--- src/rtl/asc_ram.sv ---
module asc_ram #(
   parameter int WIDTH = 8,
   parameter int DEPTH = 32
) (
   input  logic                     clock,
   input  logic                     we,
   input  logic [$clog2(DEPTH)-1:0] waddr,
   input  logic [WIDTH-1:0]         wdata,
   input  logic [$clog2(DEPTH)-1:0] raddr,
   output logic [WIDTH-1:0]         rdata
);

   logic [WIDTH-1:0] mem_ff [DEPTH];
   logic [WIDTH-1:0] rdata_ff;

   // one write port, registered read port
   always_ff @(posedge clock) begin
      if (we) begin
         mem_ff[waddr] <= wdata;
      end
      rdata_ff <= mem_ff[raddr];
   end

   assign rdata = rdata_ff;

endmodule

--- config.mk ---
export PLATFORM = sky130hd
export DESIGN_NAME = asc_ram
export DESIGN_NICKNAME = d
export VERILOG_FILES = /design/src/rtl/asc_ram.sv
export SDC_FILE = /design/constraint.sdc
export NUM_CORES = 1
export LEC_CHECK = 0
export BUFFER_PORTS_ARGS = -buffer_cell sky130_fd_sc_hd__buf_2
export CORE_UTILIZATION = 29
export CTS_CLUSTER_DIAMETER = 100
export DETAILED_ROUTE_END_ITERATION = 10
export PLACE_DENSITY = 0.47
export SLEW_MARGIN = 10
export SYNTH_ARGS = -nofsm -noshare
export SYNTH_HDL_FRONTEND = slang
export SYNTH_SLANG_ARGS = --single-unit
--- constraint.sdc ---
create_clock -name clock -period 4.6 [get_ports clock]
set_input_delay 1.15 -clock clock [delete_from_list [all_inputs] [get_ports clock]]
set_output_delay 1.15 -clock clock [all_outputs]
set_load 0.005 [all_outputs]
==> parameters.txt, run 1 <==
Parameter                              Value

Outcome
  Outcome    complete, no violations

Clocking
  PostCTS Resize Cnt    0
  H-tree lvl count    1
  Buffers inserted by post-CTS timing repair    0
  TritonCTS clock tree    built
  Clock-pin slew on the worst setup and hold paths    0.06 ns
  TritonCTS Buffers    26
  Number of hold buffers added after CTS    0
  Root Buffer Master    clkbuf_16
  Sinks on Clock Net    264
  Maximum number of buffers from clock root to sink    3
  Clock latency on the worst-skew pair    0.53 ns

Cells and area
  Layout Utilization    0.3427
  Antenna Diode Count    0
  Fin area    0.01158 mm²
  Non-filler instance count after layout    923
  Number of nets in the final layout    477
  Area growth, synth to finish    15.17%
  Fraction of final layout cells with drive strength greater than 1    0.3453

Setup path
  Critical Path Source Type    input pin
  Cell repeated most along the worst path    mux4_2
  Worst-path cell chain    buf_4 -> buf_12 -> mux4_2 -> mux4_2 -> mux2_2
  CP max stage delay    0.58 ns
  Top fanout value on the critical path    25
  Critical path start-end classification    in -> reg
  Nature of the critical path endpoint    flip-flop
  Endpoint arrival time on the critical path    3.29 ns
  Required time reported for the critical path endpoint    5.00 ns
  Cell with the largest stage delay on the worst path    mux4_2

Place
  Post-placement cell area    0.01071 mm²
  Pre-CTS worst setup slack    1.123 ns
  Placed wire-length estimate after detailed placement    14150 µm
  # port buffers    27
  Number of placed cells counting well taps    877
  RD Place Congestion    0.7182

Min path
  HP Class    reg -> reg

Routing
  Number of detailed-routing iterations run before antenna repair    4
  DRT Wirelength    21820 µm
  Remaining antenna violation count after routing    0
  First-iteration detailed-routing DRC count    316
  Number of vias after detailed routing    4292
  Wire length per cell    23.64 µm
  DRC viols    0
  Average via count per standard cell    4.650

Global route
  Vias in the first global route    4536
  Largest net degree at the start of global routing    65
  Number of antenna violations at the first check in global routing    1
  Wire length of the first global-routing pass    32300 µm
  Remaining global-route overflow    0
  Total routing usage reported by global routing    0.1260

Logic synthesis
  Top flip-flop cell by instance count after synthesis    edfxtp_1
  Cell type with the highest aggregate area in the netlist    edfxtp_1
  Netlist cell types    15
  Synthesized area divided by synthesized cell count    24.11 µm²
  Synthesized instance count    417
  Most common library cells after synthesis    edfxtp_1 (256), mux4_2 (80), nor2_1 (33), dfxtp_1 (8), mux2_2 (8)
  Yosys top cell area share    0.7647
  EDFF count, synth    256
  Fraction of registers with async set or reset after synthesis    0
  Most instantiated library cell after synthesis    edfxtp_1
  Fraction of the yosys area taken by sequential cells    0.7806
  Cell area after synthesis    0.01005 mm²
  Post-Synthesis Net Count    437
  Flip-flop and latch count after synthesis    264
  Yosys warns    0
  Cells taking the most area after synthesis    edfxtp_1 (76%), mux4_2 (18%), dfxtp_1 (1.6%), nor2_1 (1.2%), mux2_2 (0.90%)

STA
  Count of final max-slew check failures    0
  Final setup viols    0
  Final period utilization    0.6282
  Transition time of the tightest slew-check pin    0.9422 ns
  Total count of hold-check failures in the final report    0
  Final setup margin    1.710 ns
  Final-layout setup total negative slack    0 ns
  Post-layout minimum cycle time    2.890 ns
  Setup repair after global routing missed its margin    false
  Headroom to the max-slew limit    0.3695
  Clk_skew    0.02065 ns
  Maximum operating frequency    346.1 MHz

Floorplanning
  Io pins    28
  Initial standard-cell utilization of the core    0.2976
  Chip width    188.2 µm
  Die ar.    0.03542 mm²
  Area of the core    0.03378 mm²
  Die boundary height    188.2 µm
  Cell Rows    67

Power
  Static leakage    0.003539 µW
  Maximum VDD drop    0.0002402 V
  Total power per unit cell area    440.4 mW/mm²

Flow run
  Max-cap violations    0
## flip-flops by register name, summed over array words and instances (netlist names)
| name | flops |
|---|---|
| rdata | 8 |
| mem_ff | 256 |
## kinds of logic (layout without fill, tap and decap cells)
kind of cell | after synthesis | after routing | share of synthesized area
multiplexers | 88 | 88 | 0.1882
buffers and inverters | 20 | 78 | 0.01058
flip-flops | 264 | 264 | 0.7806
AND/OR/NAND/NOR | 45 | 45 | 0.02066
## power breakdown
part	leakage, µW	internal [µW]	total, µW	switching (µW)
logic	0.000734	108	251	142
clock network	0.000431	1290	2160	865
registers	0.00237	2670	2690	18.6
total	0.00354	4070	5100	1030
## worst max-delay path: cells and delay by family
family / cells / cell delay (ns)
mux: 3 / 1.43
buf+inv: 2 / 0.68
## final timing paths
| kind | from | end | slack, ns | cells past startpoint |
|---|---|---|---|---|
| worst max-delay path | raddr[0] | rdata[2] | 1.71 | 5 |
| worst min-delay path | mem_ff[20][6] | rdata[6] | 0.89 | 3 |
| worst max register to register | mem_ff[31][2] | rdata[2] | 2.73 | 3 |
| worst min register to register | mem_ff[20][6] | rdata[6] | 0.89 | 3 |
## cell type report
class                           instances  area [µm²]
Clock buffer                           30       686.9
Timing Repair Buffer                   32       200.2
Fill cell                            3094       22210
Tap cell                              448       560.5
Multi-Input combinational cell        133        2100
Clock inverter                         16       183.9
Sequential cell                       264        7848
## placed cells by master, fill, tap and decap left out
cell type and count:
mux4_2 80, mux2_2 8, clkinv_4 1, clkinvlp_4 1, dfxtp_1 8, buf_4 4
clkbuf_1 3, nand3_1 2, clkinv_1 2, buf_2 26, buf_12 2, clkbuf_16 27
nand2_1 1, nor2_1 33, bufinv_16 4, clkinv_2 8, or3_1 1, edfxtp_1 256
nand3b_1 5, or3b_2 3
## routing by layer
layer  part of all wire  up-vias  GRT usage
met2               0.49       78     0.2061
met3              0.040       26    0.01751
met4              0.014        2    0.02971
met1               0.46     2334     0.1778
li1                   -     1852          -
met5            0.00037        -          0
## metrics by stage
stage | hold WS [ns] | power [µW]
finish | 0.8948 | 5099
floorplan | 0.8652 | 2876
global route | 0.9438 | 5246
global placement | 0.8922 | 2999
detailed placement | 0.8898 | 3005
CTS | 0.9038 | 5152
Note: power is estimated with default switching activity, not from simulation.
==> run 2: changes to the inputs <==
==> constraint.sdc (replaced) <==
create_clock -name clock -period 2.95 [get_ports clock]
set_input_delay 0.7375 -clock clock [delete_from_list [all_inputs] [get_ports clock]]
set_output_delay 0.7375 -clock clock [all_outputs]
set_load 0.005 [all_outputs]
==> parameters.txt, run 2 (synthesis gave the netlist of run 1 again) <==
Parameter                              Value

Outcome
  Outcome    complete, no violations

Min path
  HP Class    in -> reg
  Hold Path Stages    2 (-1)
  Startpoint of the tightest hold check path    raddr[3]
  Worst Hold End    rdata[6]

Clocking
  Sinks on Clock Net    264 (unchanged)
  TritonCTS clock tree    built
  TritonCTS Buffers    26 (unchanged)
  Number of hold buffers added after CTS    0 (unchanged)
  Maximum number of buffers from clock root to sink    3 (unchanged)
  Clock-pin slew on the worst setup and hold paths    0.06 ns (about the same)
  Buffers inserted by post-CTS timing repair    0 (unchanged)
  H-tree lvl count    1 (unchanged)
  Root Buffer Master    clkbuf_16
  PostCTS Resize Cnt    0 (unchanged)
  Clock latency on the worst-skew pair    0.53 ns (about the same)

STA
  Final-layout setup total negative slack    0 ns (unchanged)
  Final period utilization    0.7467
  Maximum operating frequency    453.9 MHz
  Clk_skew    0.01804 ns (-0.002616 ns)
  Count of final max-slew check failures    0 (unchanged)
  Setup repair after global routing missed its margin    false
  Post-layout minimum cycle time    2.203 ns
  Total count of hold-check failures in the final report    0 (unchanged)
  Final setup viols    0 (unchanged)
  Worst hold slack    0.6955 ns (-0.1993 ns)
  Headroom to the max-slew limit    0.5352 (+0.1656)
  Transition time of the tightest slew-check pin    0.6973 ns (-0.2450 ns)

Global route
  Wire length of the first global-routing pass    33210 µm (+2.8%)
  Number of antenna violations at the first check in global routing    0 (-1)
  Total routing usage reported by global routing    0.1293 (+0.003299)
  Largest net degree at the start of global routing    33 (-49%)
  Vias in the first global route    4762 (+5.0%)
  Remaining global-route overflow    0 (unchanged)

Power
  Static leakage    0.003747 µW (+5.9%)
  Maximum VDD drop    0.0003258 V (+36%)
  Total power per unit cell area    676.6 mW/mm² (+54%)

Routing
  Number of detailed-routing iterations run before antenna repair    4 (unchanged)
  First-iteration detailed-routing DRC count    485 (+53%)
  DRC viols    0 (unchanged)
  Average via count per standard cell    4.680 (+0.64%)
  DRT Wirelength    22220 µm (+1.8%)
  Remaining antenna violation count after routing    0 (unchanged)
  Number of vias after detailed routing    4488 (+4.6%)
  Wire length per cell    23.17 µm (-2.0%)

Cells and area
  Register area    0.007848 mm² (unchanged)
  Fraction of final layout cells with drive strength greater than 1    0.3875 (+0.04221)
  Commonest cells after routing, fill and taps aside    edfxtp_1 (256), mux4_2 (80), buf_4 (34), nor2_1 (33), clkbuf_16 (27)
  Number of nets in the final layout    511 (+7.1%)
  Antenna Diode Count    0 (unchanged)
  Area of combinational cells with multiple inputs    0.002100 mm² (unchanged)
  Most common library cell in the layout ignoring fill and taps    edfxtp_1
  Area growth, synth to finish    18.58%
  Reg with most FFs    mem_ff
  Largest register FFs    256 (unchanged)
  Fill cells    3068 (-0.84%)

Floorplanning
  Cell Rows    67 (unchanged)
  Die ar.    0.03542 mm² (unchanged)
  Io pins    28 (unchanged)
  Die boundary height    188.2 µm (unchanged)
  Initial standard-cell utilization of the core    0.2976 (unchanged)
  Area of the core    0.03378 mm² (unchanged)
  Chip width    188.2 µm (unchanged)

Setup path
  Nature of the critical path endpoint    flip-flop
  RR Endpoint    rdata[7]
  Endpoint arrival time on the critical path    2.61 ns (-0.68 ns)
  Setup slack on the worst flop-to-flop path    1.10 ns (-1.63 ns)
  Critical Path Source Type    input pin
  Worst flop-to-flop path startpoint    mem_ff[15][7]
  Critical path start-end classification    in -> reg
  Crit. Startpoint    raddr[0]
  Top fanout value on the critical path    20 (-20%)
  FF-to-FF path depth    3 (unchanged)
  Required time reported for the critical path endpoint    3.35 ns (-1.65 ns)

Place
  Placed wire-length estimate after detailed placement    14400 µm (+1.8%)
  # port buffers    27 (unchanged)
  RD Place Congestion    0.7267 (+1.2%)

Flow run
  Max-cap violations    0 (unchanged)
-- run 2: cell count changes in the layout (fill, tap and decap cells not counted), sizes merged --
| cell | delta |
|---|---|
| clkbuf | -2 |
| buf | +34 |
| clkinv | +1 |
| clkinvlp | +2 |
| bufinv | +1 |
-- run 2: area by class of cell --
cell class / instances / area share
flip-flops and latches: 264 / 0.6583
multi-input cells: 133 / 0.1761
clock buffers: 28 / 0.05699
well taps: 448 / 0.04702
repair buffers: 66 / 0.04240
clock inverters: 20 / 0.01921
-- run 2: layer usage --
metal	track usage	share of wire	vias up	routed length (µm)
li1	-	-	1921	-
met1	0.1876	0.46	2451	10200
met2	0.2065	0.48	91	10610
met3	0.01602	0.048	25	1056
met4	0.03158	0.016	0	349
met5	0	0	-	0
-- run 2: how the worst max path moves through the flow --
stage	to	slack (ns)
after global placement	rdata[7]	0.20
after floorplan	rdata[0]	0.41
after global routing	rdata[1]	0.71
after CTS	rdata[7]	0.73
after detailed placement	rdata[7]	0.18
final	rdata[7]	0.75
-- run 2: power breakdown --
part	internal (µW)	switching [µW]	total, µW
clock	2100	1370	3460
sequential	4170	21.8	4190
combinational	183	227	410
-- run 2: stage by stage --
step / setup slack (ns) / area (µm²) / total power (µW) / util / std cells
floorplan: 0.4101 / 10050 / 4484 / - / 417
global placement: 0.2008 / 11010 / 4688 / 0.3260 / 911
detailed placement: 0.1822 / 11010 / 4697 / 0.3260 / 911
CTS: 0.7270 / 11920 / 8163 / 0.3529 / 959
global route: 0.7067 / 11920 / 8320 / 0.3529 / 959
finish: 0.7471 / 11920 / 8066 / 0.3529 / 959
-- run 2: critical path: stages --
cell	delay (ns)
buf_4	0.19
buf_12	0.23
mux4_2	0.60
mux4_2	0.53
mux2_2	0.29
