**config.mk**
```make
export PLATFORM = sky130hd
export DESIGN_NAME = asc_cell
export DESIGN_NICKNAME = d
export VERILOG_FILES = /design/src/rtl/asc_pkg.sv /design/src/rtl/asc_cell.sv
export SDC_FILE = /design/constraint.sdc
export NUM_CORES = 1
export LEC_CHECK = 0
export BUFFER_PORTS_ARGS = -buffer_cell sky130_fd_sc_hd__buf_2
export CAP_MARGIN = 20
export CORE_AREA = 4 4 252 254
export DETAILED_ROUTE_END_ITERATION = 10
export DIE_AREA = 0 0 256 258
export GPL_ROUTABILITY_DRIVEN = 0
export PLACE_DENSITY = 0.52
export SYNTH_ARGS = -nofsm -noshare
export SYNTH_HDL_FRONTEND = slang
export SYNTH_SLANG_ARGS = --single-unit
export TNS_END_PERCENT = 1
```
**constraint.sdc**
```tcl
create_clock -name clock -period 9.7 [get_ports clock]
set_input_delay 0.485 -clock clock [delete_from_list [all_inputs] [get_ports clock]]
set_output_delay 0.485 -clock clock [all_outputs]
set_load 0.02 [all_outputs]
```
**src/rtl/asc_pkg.sv**
```systemverilog
package asc_pkg;

   // Table and output sizing
   localparam int TABLE_ENTRIES = 32;
   localparam int MAX_SEGMENTS  = 64;
   localparam int MAX_BOUNDS    = 2 * TABLE_ENTRIES + 2;
   localparam int SLOT_W        = $clog2(TABLE_ENTRIES);
   localparam int BOUND_W       = $clog2(MAX_BOUNDS + 1);
   localparam int SEG_W         = $clog2(MAX_SEGMENTS + 1);
   localparam int SCAN_W        = $clog2(2 * TABLE_ENTRIES + 1);
   localparam int ADDR_W        = 128;
   localparam int LEN_W         = 8;

   // Item codes
   localparam logic ACT_LOAD  = 1'b0;
   localparam logic ACT_QUERY = 1'b1;
   localparam logic FAM_V4    = 1'b0;
   localparam logic FAM_V6    = 1'b1;

   typedef enum logic [2:0] {
      ADDR_UNICAST  = 3'd0,
      ADDR_UNSPEC   = 3'd1,
      ADDR_BCAST    = 3'd2,
      ADDR_MCAST    = 3'd3,
      ADDR_LOOPBACK = 3'd4,
      ADDR_MAPPED   = 3'd5
   } addr_class_type;

   typedef enum logic [2:0] {
      ST_IDLE,
      ST_ERR,
      ST_BINIT,
      ST_BSCAN,
      ST_SSCAN,
      ST_SEND,
      ST_FLUSH
   } state_type;

   typedef enum logic [1:0] {
      CELL_HOLD,
      CELL_CLEAR,
      CELL_INSERT,
      CELL_ROTATE
   } cell_op_type;

   // Control broadcast to every bound cell
   typedef struct packed {
      cell_op_type        op;
      logic [ADDR_W-1:0]  ins_val;
      logic [ADDR_W-1:0]  head_val;
   } cell_ctl_type;

   // What a cell hands to its right neighbor
   typedef struct packed {
      logic [ADDR_W-1:0]  val;
      logic               valid;
      logic               lt;
   } cell_link_type;

   // One table entry, network and last address precomputed at load
   typedef struct packed {
      logic               family;
      logic               special;
      logic [LEN_W-1:0]   len;
      logic [ADDR_W-1:0]  net;
      logic [ADDR_W-1:0]  last;
   } entry_type;

   function automatic addr_class_type addr_class(input logic fam,
                                                 input logic [ADDR_W-1:0] a);
      addr_class_type r;
      r = ADDR_UNICAST;
      if (fam == FAM_V4) begin
         if (a[31:0] == 32'd0)               r = ADDR_UNSPEC;
         else if (a[31:0] == 32'hFFFF_FFFF)  r = ADDR_BCAST;
         else if (a[31:28] == 4'hE)          r = ADDR_MCAST;
         else if (a[31:24] == 8'h7F)         r = ADDR_LOOPBACK;
      end else begin
         if (a == '0)                        r = ADDR_UNSPEC;
         else if (a == ADDR_W'(1))           r = ADDR_LOOPBACK;
         else if (a[127:120] == 8'hFF)       r = ADDR_MCAST;
         else if (a[127:64] == 64'd0 && a[63:32] == 32'h0000_FFFF) r = ADDR_MAPPED;
      end
      return r;
   endfunction

endpackage

```
**src/rtl/asc_cell.sv**
```systemverilog
module asc_cell (
   input  logic                        clock,
   input  logic                        reset,
   input  asc_pkg::cell_ctl_type       ctl,
   input  asc_pkg::cell_link_type      left,
   input  logic [asc_pkg::ADDR_W-1:0]  right_val,
   input  logic                        is_tail,
   output asc_pkg::cell_link_type      link,
   output logic                        eq
);

   logic [asc_pkg::ADDR_W-1:0] val_ff, val_in;
   logic                       valid_ff, valid_in;
   logic                       lt;

   // compare against the value being inserted
   always_comb begin
      lt = !valid_ff || (ctl.ins_val < val_ff);
      eq = valid_ff && (ctl.ins_val == val_ff);
   end

   // sorted insert shifts right, rotate shifts left with the head wrapping to the tail
   always_comb begin
      val_in   = val_ff;
      valid_in = valid_ff;
      case (ctl.op)
         asc_pkg::CELL_CLEAR: begin
            valid_in = 1'b0;
         end
         asc_pkg::CELL_INSERT: begin
            if (lt) begin
               if (left.lt) begin
                  val_in   = left.val;
                  valid_in = left.valid;
               end else begin
                  val_in   = ctl.ins_val;
                  valid_in = 1'b1;
               end
            end
         end
         asc_pkg::CELL_ROTATE: begin
            val_in = is_tail ? ctl.head_val : right_val;
         end
         default: begin
            val_in = val_ff;
         end
      endcase
   end

   always_ff @(posedge clock) begin
      if (reset) begin
         valid_ff <= 1'b0;
      end else begin
         valid_ff <= valid_in;
      end
      val_ff <= val_in;
   end

   assign link = '{val: val_ff, valid: valid_ff, lt: lt};

endmodule

```
==> metrics.md, run 1 <==
| Metric | Value |
|---|---|
| Run status | `finished clean` |
| Die X | `around 260 microns` |
| Post-Synth XOR/XNOR Area | `0` |
| Drt first pass iters | `5` |
| FP Rows | `just over 90` |
| Top delay family on crit path | `compound AO/OA/AOI/OAI gates` |
| Synth Area in Compound Gates | `0.204` |
| WL met3 | `2.99 mm` |
| PortBufs | `between 600 and 700` |
| Ys async rst share | `0` |
| Top post-synthesis cells by area | `edfxtp_1, ha_1, mux2i_1, a211oi_1, a21oi_1` |
| Crit. End Element | `register` |
| Synth unique cells | `47` |
| CTS tree | `done` |
| Simple-Gate Fraction of Synth Area | `0.123` |
| CP Launch Type | `register` |
| Vias post-DR | `roughly 12,000` |
| Top Metal Used | `met4` |
| Worst slew margin | `0.372` |
| WL met1 | `~22 mm` |
| Slowest stage delay, CP | `approximately 730 ps` |
| Leak pwr | `0.00758 uW` |
| Die Area | `roughly 0.066 sq mm` |
| Final hold vios | `0` |
| EDFF count, synth | `~130` |
| Fin crit period | `~4600 ps` |
| Mean Syn Cell Area | `9.36 sq um` |
| Crit Path Max Fanout | `between 60 and 70` |
| Mapped Area | `0.0112 sq mm` |
| Clk sink count | `roughly 130` |
| Setup-failing EPs final | `0` |
| Slowest cell on crit path | `buf_4` |
| Post-synthesis adder-cell area fraction | `0.143` |
| Post-Syn Nets | `~1,800` |
| Worst slew pin tran | `roughly 940 ps` |
| Vias in the first global route | `around 12,000` |
| Initial antenna violation count | `10` |
| Congestion Overflow GR | `0` |
| CTS max path bufs | `2` |
| Finished Layout Cells | `roughly 2,600` |
| Clock Latency Late Sink | `roughly 470 ps` |
| Total chip power | `approximately 1900 uW` |
| Placed Cells | `roughly 2,600` |
| Hold_buf cts | `0` |
| Hold Path Class | `input pin to register` |
| Setup TNS | `0 ps` |
| Pin count of the biggest net entering global routing | `97` |
| DRT iter0 DRCs | `slightly above 700` |
| IO Count | `650` |
| Initial Util | `0.183` |
| WL final | `around 50 mm` |
| PwrDens | `122 mW/mm^2` |
| HPWL Detailed | `about 43 mm` |
| Largest family of logic cells by synthesized area | `compound AO/OA/AOI/OAI gates` |
| Final net count | `about 2,500` |
| Fmax | `219 MHz` |
| Top cell type's share of synthesized area | `0.342` |
| WL met2 | `about 25 mm` |
| Seq/Total Area, Yosys | `0.344` |
| Max Cap Viol | `0` |
| Post-Syn Instances | `between 1,000 and 1,500` |
| Routed length per instance | `between 15 and 20 microns` |
| Final core occ | `0.259` |
| GRT Overall Usage | `0.146` |
| Synth Flop Type | `edfxtp_1` |
| Most numerous cell in the Yosys netlist | `a21oi_1` |
| ANT nets after route | `0` |
| Synth area leader | `edfxtp_1` |
| Final period util | `0.471` |
| Worst setup path category | `register to register` |
| Peak VDD IR | `between 0.0001 and 0.00015 V` |
| Final Skew | `about 11 ps` |
| Die H | `around 260 microns` |
| Worst path required time | `just under 10,000 ps` |
| Worst path bufs/invs | `4` |
| Syn-to-layout area delta | `41.3%` |
| # DRC | `0` |
| Inserted Clock Buffers | `17` |
| Number of synthesis warnings | `0` |
| Post CTS Setup Buffer Count | `0` |
| H-tree levels | `4` |
| Global-route wire length before repair | `between 70 and 80 mm` |
| Clock Tree Root | `clkbuf_16` |
| Core area | `between 0.06 and 0.07 sq mm` |
| Post-CTS Resized | `0` |
| Mux cell area share after synthesis | `0.114` |
| Vias/cell | `4.47` |
| Critical-path cell list | `inv_1, ha_1, nand4_1, inv_1, a221oi_1, o22ai_1, o31ai_1, nand3_1, a311oi_4, buf_4, buf_4` |
| Most frequent cells after synthesis | `a21oi_1, inv_1, a211oi_1` |
| RSZ-0062 raised after global routing | `no` |
| #FFs+latches synth | `between 100 and 150` |
| Clock slew at reported path FFs | `70 ps` |
| Crit path DAT | `between 4000 and 5000 ps` |
| Share of layout cells above drive strength 1 | `0.382` |
| Pins Over Slew Limit | `0` |
## registers in the layout, indices dropped and copies added, names as in the netlist
name	cells
val_ff	128
valid_ff	1
## per-stage QoR
| stage | hold WS [ps] | cell area [sq um] | worst slack, ps |
|---|---|---|---|
| 4_1_cts | 305 | 15800 | 4860 |
| 6_report | 362 | 15900 | 5130 |
| 3_5_place_dp | 843 | 15300 | 4670 |
| 3_3_place_gp | 831 | 15300 | 4780 |
| 2_1_floorplan | 687 | 11200 | 1800 |
| 5_1_grt | 330 | 15900 | 4750 |
## per-layer routing
metal | up-vias | track usage
met5 | - | 0
met4 | 0 | 0.0581
met3 | 73 | 0.0366
met2 | 421 | 0.246
met1 | 5483 | 0.179
li1 | 5695 | -
## final timing paths
kind                     from          to  slack, ps  cells after the start
setup / recovery  val_ff[107]  val_ff[16]       5130                     11
hold / removal          reset    valid_ff        360                      3
setup reg to reg  val_ff[107]  val_ff[16]       5130                     11
hold reg to reg      valid_ff    valid_ff        830                      3
## kinds of logic (layout without fill, tap and decap cells)
kind of cell | count (synthesis) | count (layout)
AOI/OAI and AO/OA | 363 | 363
DFF | 129 | 129
buffers and inverters | 212 | 829
adders and majority gates | 128 | 128
and+or+nand+nor | 239 | 239
other | 0 | 8
muxes | 128 | 128
## final cells by class
class | count | area, sq um
multi-input cells | 858 | 6570
repair buffers | 659 | 3340
fillers | 6702 | 45400
flip-flops and latches | 129 | 3860
clock inverters | 12 | 119
clock buffers | 19 | 433
inverters | 139 | 522
diodes | 8 | 20.0
well taps | 790 | 988
## layout by cell type, fill, tap and decap left out, drive strengths merged, types with 6 or more instances in the layout
cell type  netlist  layout
buf             16     657
a21oi          179     179
inv            139     139
a211oi         132     132
nor2b          129     129
mux2i          128     128
ha             128     128
edfxtp         128     128
nand2           33      33
nand4           25      25
clkbuf          57      21
nand3           15      15
o21ai           14      14
nor2            10      10
a21o             9       9
nor3             9       9
diode            0       8
nor4             7       7
clkinv           0       7
a221oi           6       6
## worst register-to-register path: cells and delay by family (launching register included)
family	cells	cell delay [ps]
adder cells (fa/ha/maj)	1	230
AO/OA/AOI/OAI	4	1520
flip-flops	1	400
AND/OR/NAND/NOR	2	510
buffers and inverters	4	1410
## report_power, final
group | switching [uW] | internal (uW)
Combinational | 346 | 243
Sequential | 26.0 | 676
Clock | 266 | 372
(Power assumes the default switching activity.)
==> run 2: changes to the inputs <==
--- a/config.mk
+++ b/config.mk
@@ -7,11 +7,11 @@
 export LEC_CHECK = 0
 export BUFFER_PORTS_ARGS = -buffer_cell sky130_fd_sc_hd__buf_2
 export CAP_MARGIN = 20
-export CORE_AREA = 4 4 252 254
+export CORE_AREA = 4 4 248 250
 export DETAILED_ROUTE_END_ITERATION = 10
-export DIE_AREA = 0 0 256 258
+export DIE_AREA = 0 0 252 254
 export GPL_ROUTABILITY_DRIVEN = 0
-export PLACE_DENSITY = 0.52
+export PLACE_DENSITY = 0.55
 export SYNTH_ARGS = -nofsm -noshare
 export SYNTH_HDL_FRONTEND = slang
 export SYNTH_SLANG_ARGS = --single-unit
==> constraint.sdc (replaced) <==
create_clock -name clock -period 3.7 [get_ports clock]
set_input_delay 0.185 -clock clock [delete_from_list [all_inputs] [get_ports clock]]
set_output_delay 0.185 -clock clock [all_outputs]
set_load 0.02 [all_outputs]
==> run 2 against run 1 <==
Clock skew is essentially flat. Maximum frequency rose by 31%. Largest cell class unchanged. Register-to-register slack got worse by 4900 ps. Hold slack got worse by 290 ps. Global-route usage increased by 0.052 points. Via count shrank 1.4%. Worst setup slack worse by 4900 ps. Sequential cell count did not move. Sequential share of layout area down 0.37 points. Highest routed layer is now met5. Wire length down 3.4%.
==> metrics.md, run 2 (same netlist as run 1, synthesis figures left out) <==
| Metric | Value |
|---|---|
| Final period util | `0.944` |
| CTS max path bufs | `2` |
| Crit. End Element | `register` |
| HPWL Detailed | `between 40 and 50 mm` |
| Top delay family on crit path | `compound AO/OA/AOI/OAI gates` |
| Initial antenna violation count | `4` |
| Largest register by flop count | `val_ff` |
| Slowest cell on crit path | `a211oi_1` |
| WL final | `slightly below 50 mm` |
| Leak pwr | `about 0.0077 uW` |
| Vias in the first global route | `~12,000` |
| H-tree levels | `4` |
| FP Rows | `89` |
| Worst slew margin | `0.341` |
| Critical Path Most Common Cell | `buf_4` |
| Initial Util | `0.190` |
| Crit Path Max Fanout | `32` |
| Hold Path Class | `input pin to register` |
| Setup-failing EPs final | `0` |
| Clock Tree Root | `clkbuf_16` |
| Critical-path cell list | `inv_1, ha_1, a21oi_1, nor2_1, a211oi_1, buf_4, o211ai_1, a221oi_1, nand3_1, a311oi_4, buf_4, buf_12` |
| Hold WS | `between 60 and 70 ps` |
| Total chip power | `between 5000 and 6000 uW` |
| Routed length per instance | `18.9 microns` |
| Clock slew at reported path FFs | `roughly 60 ps` |
| PortBufs | `between 600 and 700` |
| Crit path DAT | `~3700 ps` |
| Fill count | `roughly 6,400` |
| Peak VDD IR | `around 0.00035 V` |
| Fmax | `286 MHz` |
| Final Skew | `between 10 and 15 ps` |
| Worst setup path category | `register to register` |
| RSZ-0062 raised after global routing | `no` |
| Post-CTS Resized | `0` |
| CP Launch Type | `register` |
| Slowest stage delay, CP | `about 450 ps` |
| Most frequent cells in the layout | `buf_2, a21oi_1, inv_1, a211oi_1` |
| Pins Over Slew Limit | `0` |
| Vias/cell | `4.41` |
| Top flop regs | `val_ff (128), valid_ff (1)` |
| Worst path bufs/invs | `4` |
| Die X | `around 250 microns` |
| Drt first pass iters | `5` |
| Hold_buf cts | `0` |
| Global-route wire length before repair | `slightly below 70 mm` |
| Pin count of the biggest net entering global routing | `between 100 and 150` |
| Clock Latency Late Sink | `460 ps` |
| DRT iter0 DRCs | `a little under 700` |
| Die Area | `roughly 0.064 sq mm` |
| Worst path required time | `about 3900 ps` |
| Max Cap Viol | `0` |
| Core area | `around 0.059 sq mm` |
| Clk sink count | `129` |
| Commonest non-fill, non-tap cell in the layout | `buf_2` |
| Congestion Overflow GR | `0` |
| Final hold vios | `0` |
| Post CTS Setup Buffer Count | `0` |
| IO Count | `650` |
| Die H | `about 250 microns` |
| Final net count | `between 2,000 and 2,500` |
| Worst slew pin tran | `983 ps` |
| Max FFs per register | `between 100 and 150` |
| PwrDens | `about 320 mW/mm^2` |
| Critical path startpoint | `val_ff[73]` |
| Fin crit period | `about 3500 ps` |
| Syn-to-layout area delta | `43.5%` |
| CTS tree | `done` |
| Vias post-DR | `11,500` |
| # DRC | `0` |
| Share of layout cells above drive strength 1 | `0.390` |
| Inserted Clock Buffers | `17` |
| Min-delay src | `ctl[97]` |
| ANT nets after route | `0` |
| GRT Overall Usage | `0.146` |
| Final core occ | `0.273` |
| Run status | `finished clean` |
| Crit Reg-Reg Startpoint | `val_ff[73]` |
run 2: cell types whose count changed in the layout (fill, tap and decap cells not counted), moves of 2 or more:
cell,change
clkinv_4,+2
buf_4,+11
buf_12,+9
diode_2,-7
run 2: layout make-up:
class	count	area, sq um	area share
antenna	1	2.50	0.000155
clock buffer	18	429	0.0266
clock inverter	14	140	0.00870
inverter	139	522	0.0324
multi-input combinational	858	6580	0.408
sequential	129	3860	0.240
tap	773	967	0.0600
timing repair buffer	679	3600	0.224
run 2: metal layers:
metal / vias up / global-route usage / wire, microns
met3: 55 / 0.0431 / 4000
met2: 471 / 0.270 / 25300
met4: 4 / 0.0520 / 1220
met5: - / 0 / 27
li1: 5731 / - / -
met1: 5250 / 0.160 / 18900
run 2: tightest hold or removal path, cell delays in order:
cell,delay [ps]
buf_2,70
a211oi_1,50
a21oi_1,100
run 2: path summary, 6_finish.rpt:
kind | to | slack (ps) | cells after the start
setup / recovery | val_ff[116] | 210 | 12
hold / removal | val_ff[97] | 70 | 3
setup reg to reg | val_ff[116] | 210 | 12
hold reg to reg | valid_ff | 1010 | 4
run 2: power breakdown:
group | total [uW] | switching [uW] | leakage [uW] | internal, uW
Combinational | 1570 | 908 | 0.00621 | 661
Sequential | 1840 | 65.5 | 0.00125 | 1770
Clock | 1680 | 692 | 0.000271 | 983
run 2: per-stage QoR:
stage / instances / area, sq um / worst slack [ps] / setup TNS (ps)
after global placement: 2578 / 15500 / 291 / 0
after CTS: 2610 / 16100 / 204 / 0
final: 2611 / 16100 / 206 / 0
after global routing: 2610 / 16100 / 35.4 / 0
after detailed placement: 2578 / 15500 / 242 / 0
after floorplan: 1199 / 11200 / -2150 / -274670
